**src/hdl/ufc_pkg.sv**
```systemverilog
`default_nettype none
// ---------------------------------------------------------------------------
// ufc_pkg
// Shared types and constants of the UDP header filter and counter.
// ---------------------------------------------------------------------------
package ufc_pkg;

  localparam int MAX_FRAME_BYTES_DEF = 65536;

  localparam logic [7:0]  UDP_PROTO  = 8'd17;
  localparam logic [7:0]  ETH_HDR    = 8'd14;
  localparam logic [7:0]  UDP_HDR    = 8'd8;
  localparam logic [4:0]  MIN_FRAME  = 5'd24;
  localparam logic [3:0]  MIN_HDR_WORDS = 4'd5;
  localparam logic [16:0] PORT_ANY   = 17'h1FFFF;

  typedef enum logic [1:0] {
    ST_NOT_UDP   = 2'd0,
    ST_FILTERED  = 2'd1,
    ST_ACCEPTED  = 2'd2,
    ST_MALFORMED = 2'd3
  } status_e;

  typedef enum logic [2:0] {
    CFG_SRC_ADDR_ON  = 3'd0,
    CFG_SRC_ADDR     = 3'd1,
    CFG_DST_ADDR_ON  = 3'd2,
    CFG_DST_ADDR     = 3'd3,
    CFG_SRC_PORT     = 3'd4,
    CFG_DST_PORT     = 3'd5
  } cfg_idx_e;

  typedef struct packed {
    logic [7:0] frame_byte;
    logic       frame_last;
  } in_item_t;

  typedef struct packed {
    logic [1:0]  frame_status;
    logic [31:0] seen_src_addr;
    logic [31:0] seen_dst_addr;
    logic [15:0] seen_src_port;
    logic [15:0] seen_dst_port;
    logic [15:0] datagram_length;
    logic [31:0] accepted_packets;
    logic [31:0] accepted_bytes;
  } out_item_t;

  typedef struct packed {
    logic [2:0]  index;
    logic [31:0] value;
  } cfg_item_t;

  // capture state of the frame including the byte in flight
  typedef struct packed {
    logic [3:0]  hdr_words;
    logic [7:0]  protocol;
    logic [31:0] src_addr;
    logic [31:0] dst_addr;
    logic [15:0] src_port;
    logic [15:0] dst_port;
    logic [15:0] udp_len;
    logic [16:0] frame_len;
  } frame_t;

  function automatic logic port_ok(input logic [16:0] filt, input logic [15:0] port);
    logic ok;
    if (filt == PORT_ANY) begin
      ok = 1'b1;
    end else if (filt[16]) begin
      ok = 1'b0;
    end else begin
      ok = (filt[15:0] == port);
    end
    return ok;
  endfunction

endpackage
`default_nettype wire

```
**src/hdl/ufc_capture.sv**
```systemverilog
`default_nettype none
// ---------------------------------------------------------------------------
// ufc_capture
// Byte position tracking and header field capture of the current frame.
// ---------------------------------------------------------------------------
module ufc_capture #(
  parameter int MAX_FRAME_BYTES = ufc_pkg::MAX_FRAME_BYTES_DEF
) (
  input  wire logic            clk_i,
  input  wire logic            rst_ni,
  input  wire logic            step_i,
  input  wire logic [7:0]      byte_i,
  input  wire logic            last_i,
  output ufc_pkg::frame_t      frame_o
);

  localparam logic [16:0] MaxBytes = 17'(MAX_FRAME_BYTES);

  logic [15:0] pos_q, pos_d;
  logic [3:0]  hdr_q;
  logic [7:0]  proto_q;
  logic [31:0] src_addr_q, dst_addr_q;
  logic [15:0] src_port_q, dst_port_q, udp_len_q;

  logic        in_range;
  logic [7:0]  base;
  logic [15:0] port_off;
  logic        in_ports;
  logic [16:0] len_raw;

  always_comb begin
    in_range = ({1'b0, pos_q} < MaxBytes);
    base     = ufc_pkg::ETH_HDR + {2'b00, hdr_q, 2'b00};
    port_off = pos_q - {8'h00, base};
    in_ports = in_range && (hdr_q >= ufc_pkg::MIN_HDR_WORDS) && (pos_q > 16'd14) &&
               (pos_q >= {8'h00, base}) && (port_off < 16'd6);

    frame_o.hdr_words = hdr_q;
    frame_o.protocol  = proto_q;
    frame_o.src_addr  = src_addr_q;
    frame_o.dst_addr  = dst_addr_q;
    frame_o.src_port  = src_port_q;
    frame_o.dst_port  = dst_port_q;
    frame_o.udp_len   = udp_len_q;

    if (in_range) begin
      if (pos_q == 16'd14) begin
        frame_o.hdr_words = byte_i[3:0];
      end else if (pos_q == 16'd23) begin
        frame_o.protocol = byte_i;
      end else if (pos_q >= 16'd26 && pos_q <= 16'd29) begin
        frame_o.src_addr = {src_addr_q[23:0], byte_i};
      end else if (pos_q >= 16'd30 && pos_q <= 16'd33) begin
        frame_o.dst_addr = {dst_addr_q[23:0], byte_i};
      end
    end

    if (in_ports) begin
      if (port_off < 16'd2) begin
        frame_o.src_port = {src_port_q[7:0], byte_i};
      end else if (port_off < 16'd4) begin
        frame_o.dst_port = {dst_port_q[7:0], byte_i};
      end else begin
        frame_o.udp_len = {udp_len_q[7:0], byte_i};
      end
    end

    len_raw = {1'b0, pos_q} + 17'd1;
    frame_o.frame_len = (len_raw > MaxBytes) ? MaxBytes : len_raw;

    if (last_i) begin
      pos_d = '0;
    end else if (pos_q != 16'hFFFF) begin
      pos_d = pos_q + 16'd1;
    end else begin
      pos_d = pos_q;
    end
  end

  always_ff @(posedge clk_i or negedge rst_ni) begin
    if (!rst_ni) begin
      pos_q      <= '0;
      hdr_q      <= '0;
      proto_q    <= '0;
      src_addr_q <= '0;
      dst_addr_q <= '0;
      src_port_q <= '0;
      dst_port_q <= '0;
      udp_len_q  <= '0;
    end else if (step_i) begin
      pos_q <= pos_d;
      if (last_i) begin
        hdr_q      <= '0;
        proto_q    <= '0;
        src_addr_q <= '0;
        dst_addr_q <= '0;
        src_port_q <= '0;
        dst_port_q <= '0;
        udp_len_q  <= '0;
      end else begin
        hdr_q      <= frame_o.hdr_words;
        proto_q    <= frame_o.protocol;
        src_addr_q <= frame_o.src_addr;
        dst_addr_q <= frame_o.dst_addr;
        src_port_q <= frame_o.src_port;
        dst_port_q <= frame_o.dst_port;
        udp_len_q  <= frame_o.udp_len;
      end
    end
  end

endmodule
`default_nettype wire

```
**config.mk**
```make
export PLATFORM = sky130hd
export DESIGN_NAME = ufc_capture
export DESIGN_NICKNAME = d
export VERILOG_FILES = /design/src/hdl/ufc_pkg.sv /design/src/hdl/ufc_capture.sv
export SDC_FILE = /design/constraint.sdc
export NUM_CORES = 1
export LEC_CHECK = 0
export ABC_AREA = 1
export BUFFER_PORTS_ARGS = -buffer_cell sky130_fd_sc_hd__buf_2
export CELL_PAD_IN_SITES_DETAIL_PLACEMENT = 1
export CELL_PAD_IN_SITES_GLOBAL_PLACEMENT = 1
export CORE_MARGIN = 8
export CORE_UTILIZATION = 40
export CTS_BUF_LIST = sky130_fd_sc_hd__clkbuf_2 sky130_fd_sc_hd__clkbuf_4 sky130_fd_sc_hd__clkbuf_8
export CTS_CLUSTER_SIZE = 24
export DETAILED_ROUTE_END_ITERATION = 6
export PLACE_DENSITY = 0.9
export SETUP_SLACK_MARGIN = 0.1
export SLEW_MARGIN = 5
export SYNTH_ARGS = -nofsm -noshare
export SYNTH_HDL_FRONTEND = slang
export SYNTH_SLANG_ARGS = --single-unit
```
**constraint.sdc**
```tcl
create_clock -name clk_i -period 3.5 [get_ports clk_i]
set_input_delay 0.175 -clock clk_i [delete_from_list [all_inputs] [get_ports clk_i]]
set_output_delay 0.175 -clock clk_i [all_outputs]
set_load 0.02 [all_outputs]
```
# == Yosys cells after proc, flatten, opt, wreduce, memory -nomap -nowiden ==
# Index checks and enable logic that the tools add are counted.
# word_totals
wordCells,55
ff_bits,140
# op_classes
magnitude_cmp,11
add_sub_neg,4
n_eq_ne,3
mux,22
n_reduce_logical,7
# op_table
operator,count
32-bit two-way mux,6
16-bit two-way mux,8
72-bit two-way mux,1
64-bit two-way mux,1
48-bit two-way mux,1
16-bit by 5-bit >= comparator with 1-bit output (second input constant),2
16-bit by 3-bit less-than comparator with 1-bit output (second input constant),2
16-bit by 1-bit adder with 17-bit output (second input constant),1
17-bit greater-than comparator (second input constant),1
17-bit two-way mux,1
16-bit by 1-bit adder with 16-bit output (second input constant),1
16-bit by 4-bit equality test with 1-bit output (second input constant),1
16-bit by 5-bit equality test with 1-bit output (second input constant),1
16-bit by 7-bit >= comparator with 1-bit output,1
16-bit by 4-bit greater-than comparator with 1-bit output (second input constant),1
16-bit by 5-bit <= comparator with 1-bit output (second input constant),1
16-bit by 6-bit <= comparator with 1-bit output (second input constant),1
16-bit by 2-bit less-than comparator with 1-bit output (second input constant),1
8-bit two-way mux,2
16-bit != test (second input constant),1
16-bit by 7-bit subtractor with 16-bit output,1
4-bit two-way mux,2
4-bit by 6-bit adder with 7-bit output (first input constant),1
1-bit logical AND,5
3 further kinds,3

# == Logic depth before layout (Yosys ltp) ==
# logic_depth
word_depth,7
mapped_depth,21
mapped_depth_nobuf,20

# == Worst setup path before layout ==
# Ideal clock, no wire load.
# synth_timing
path_type,register to output
start,reg hdr_q[0]
end,out frame_o[25] (netlist name)
t_arrival_ns,2.682
required_ns,3.325
path_buffers,1
path_stages_with_launch,17
setup_slack_ns,0.643
cell_sequence,dfrtp_1 inv_1 ha_1 inv_1 nand2_1 nand2_1 ha_1 or2_1 nand3_2 nand3_1 nand2_1 nand3_2 nor2_4 nand3_2 buf_2 nand2_1 and2_1
# synth_lines
element,line,source
"start, declared",ufc_capture.sv:20,logic [3:0] hdr_q;
"start signal, assigned",ufc_capture.sv:101,hdr_q <= frame_o.hdr_words;
"end, declared",ufc_capture.sv:14,output ufc_pkg::frame_t frame_o

==> impl_metrics.toml <==
[outcome]
violations = "setup timing"
status = "finished, violations left"

[timing]
finalSetupViolations = 49
rsz0062_at_grt = "yes"
timing.final.crit_period_ps = 3752
drv_slew = 0
slew_headroom = 0.3924
finalHoldViolCount = 0
setup_slack_ps = -251.6
skew_ps = 14.71
fmax_ghz = 0.2666
tightest_slew_ps = 911.4
period_share = 1.072

[placed_design]
gp_congestion = 0.8573
hpwl_um = 19760
io_buffers = 152
dp_cells = 1510
placed_area_sq_um = 9135

[finish]
final_area_sq_um = 10630
seq_area_sq_um = 3505
multi_input_area_sq_um = 4169
fill_cells = 2533
syn_to_final_growth_pct = 30.40
fin_cells = 1598
drive_gt1_frac = 0.2718
finalNetCount = 1339
diodes = 0

[die]
die_h_um = 158.7
die_w_um = 158.7
start_util = 0.4054
rows = 52
die_area_sq_um = 25200
pin_count = 153
core_area_sq_um = 20100

[drt]
dr.pass1.iters = 5
wl_um = 34320
postRouteAntennaNets = 0
vias = 9124
avgViaCountPerCell = 5.710
dr.first_iter.drc_count = 705
drcViolationCount = 0
wl_per_cell_um = 21.48

[synth]
synth_most_common_cell = "nand2_1"
async_flop_share = 1.000
synthTopCellsByArea = "dfrtp_1 43%, nand2_1 19%, o21ai_0 8.2%"
synth_top_area_cell = "dfrtp_1"
synth_seq_cells = 140
synth_edf_count = 0
synth_commonest_cells = "410 x nand2_1, 140 x dfrtp_1, 137 x inv_1, 133 x o21ai_0, 54 x nand4_1"
syn-num-nets = 1151
synth.distinct_cells = 36
yosysWarnings = 0
yosys.area.top_type_share = 0.4298
syn_inst = 1127
seq_area_frac_synth = 0.4298
postSynthAreaPerCell_sq_um = 7.232
synth_ff_type = "dfrtp_1"
netlist_area_sq_um = 8150

[clock_tree]
clock-sinks = 140
h-tree-depth = 4
clk_pin_slew_ps = 90
cts_max_path_buffers = 2
cts_tree = "done"
cts_root_buf = "clkbuf_8"
clkLatencyLatePin_ps = 470
cts-buffers-inserted = 17

[worst_setup_path]
worstPathCellList = "buf_6, o21ai_2, xor2_1, ha_1, nand2_1, nand2_2, a21boi_2, nand2_1, nand2_1, nand2_1, inv_1, nand2_2, nor2_4, buf_4, buf_12, nand3_4, nand2_1, nand2_1, buf_2"
start_kind = "register"
end_kind = "output pin"
worstPathMaxFanout = 14
path_common_cell = "nand2_1"
arrival_ps = 3580
max_stage_delay_ps = 430
crit_type = "reg2out"
cpMaxStageDelayCell = "dfrtp_1"
cp.required_ps = 3320

[pwr]
power_density_nw_per_um2 = 290.9
peakVddDrop_v = 0.0001976
p_total_mw = 3.092
leakagePower_nw = 5.481

[global_routing]
track_usage = 0.2375
overflow = 0
grt_antenna_before_repair = 0
first_global_vias = 9223
grt_max_degree = 105
grt_pass1_wl_um = 49240

[run]
maxCapViolations = 0

[min_path]
hp-class = "in2reg"
-- sequential cells by signal, summed over array words and instances, names as in the netlist --
| signal | cells |
|---|---|
| hdr_q | 4 |
| pos_q | 16 |
| dst_addr_q | 32 |
| src_addr_q | 32 |
| udp_len_q | 16 |
| dst_port_q | 16 |
| src_port_q | 16 |
| proto_q | 8 |
-- placed cells by master (no fill, tap or decap), types with 2 or more instances in the layout --
cell type,Yosys,final
inv_2,0,5
nand4_1,54,54
a21oi_1,5,5
clkbuf_8,0,17
clkinvlp_4,0,3
ha_4,0,3
o22ai_1,14,14
buf_8,0,4
nand3_2,5,6
clkinv_2,0,2
clkinv_4,0,2
nor2_4,4,6
nand3_4,2,7
and2_1,16,8
ha_1,11,8
nand2_1,410,352
nand3b_1,2,2
clkbuf_16,0,2
nand2_2,2,60
inv_1,137,132
inv_8,0,3
buf_6,6,36
nor3_1,6,5
and2_4,0,8
nor2_1,49,47
xor2_1,9,9
buf_12,0,9
buf_16,0,2
nand3_1,32,29
o21bai_1,8,8
buf_2,15,117
o31ai_1,3,3
o21ai_0,133,131
buf_4,4,52
a22o_1,16,16
inv_6,0,5
nor2_2,3,3
dfrtp_1,140,139
-- metrics by stage --
step                setup TNS (ps)  hold WS, ps  worst slack (ps)  utilization
finish                       -9156        127.4            -251.6       0.5286
global route                -14330        133.7            -361.0       0.5286
CTS                              0        105.3             77.82       0.5031
detailed placement               0        324.8             118.7       0.4544
global placement                 0        316.3             248.1       0.4544
floorplan                        0       -120.6             642.9            -
-- report_power, final --
| part | switching [mW] | internal, mW |
|---|---|---|
| clock network | 0.758 | 0.514 |
| logic | 0.153 | 0.0331 |
| registers | 0.0134 | 1.62 |
| total | 0.925 | 2.17 |
-- timing repair --
| action | 4_1_cts | 5_1_grt |
|---|---|---|
| hold buffers | 1 | 0 |
| pin swaps | 24 | 57 |
| resized for setup | 59 | 119 |
| cloned | 5 | 2 |
| setup buffers | 32 | 17 |
| endpoints found under the setup margin | 61 | 66 |
| hold endpoints to repair | 87 | 0 |
-- routing by layer --
metal,wire [um],share of wire,GRT usage,vias to the layer above
met3,2090,0.061,0.04343,142
met1,13440,0.39,0.2906,4555
li1,-,-,-,3994
met2,17000,0.50,0.4015,433
met4,1798,0.052,0.1065,0
met5,0,0,0,-
-- worst max-delay path, delay by kind of cell, from the launching register on --
family,cells,cell delay (ps)
simple gates,10,1050
fa+ha+maj,1,350
compound gates,2,310
buf+inv,5,710
flops,1,430
xor+xnor,1,250
-- logic make-up after synthesis --
family,after synthesis,synth area share
AND/OR/NAND/NOR,589,0.3158
buffers and inverters,195,0.09948
AO/OA/AOI/OAI,181,0.1248
flip-flops,140,0.4298
adder cells (fa/ha/maj),12,0.01934
XOR/XNOR,10,0.01075
-- layout make-up --
cell class	instances	area share
clock inverters	15	0.01201
clock buffers	17	0.02202
flip-flops and latches	140	0.3298
repair buffers	223	0.1634
well taps	270	0.03179
inverters	138	0.04874
multi-input cells	795	0.3923
-- worst paths after layout --
kind / start / endpoint / slack [ps] / cells after the start
max: hdr_q[0] / frame_o[39] / -250 / 19
min: last_i / src_addr_q[12] / 130 / 4
max reg2reg: hdr_q[0] / udp_len_q[12] / -240 / 24
min reg2reg: udp_len_q[13] / udp_len_q[13] / 490 / 2
max in group asynchronous: rst_ni / udp_len_q[3] / 2310 / 3
min in group asynchronous: rst_ni / dst_addr_q[28] / 330 / 2
Power figures use the tool's default switching activity.
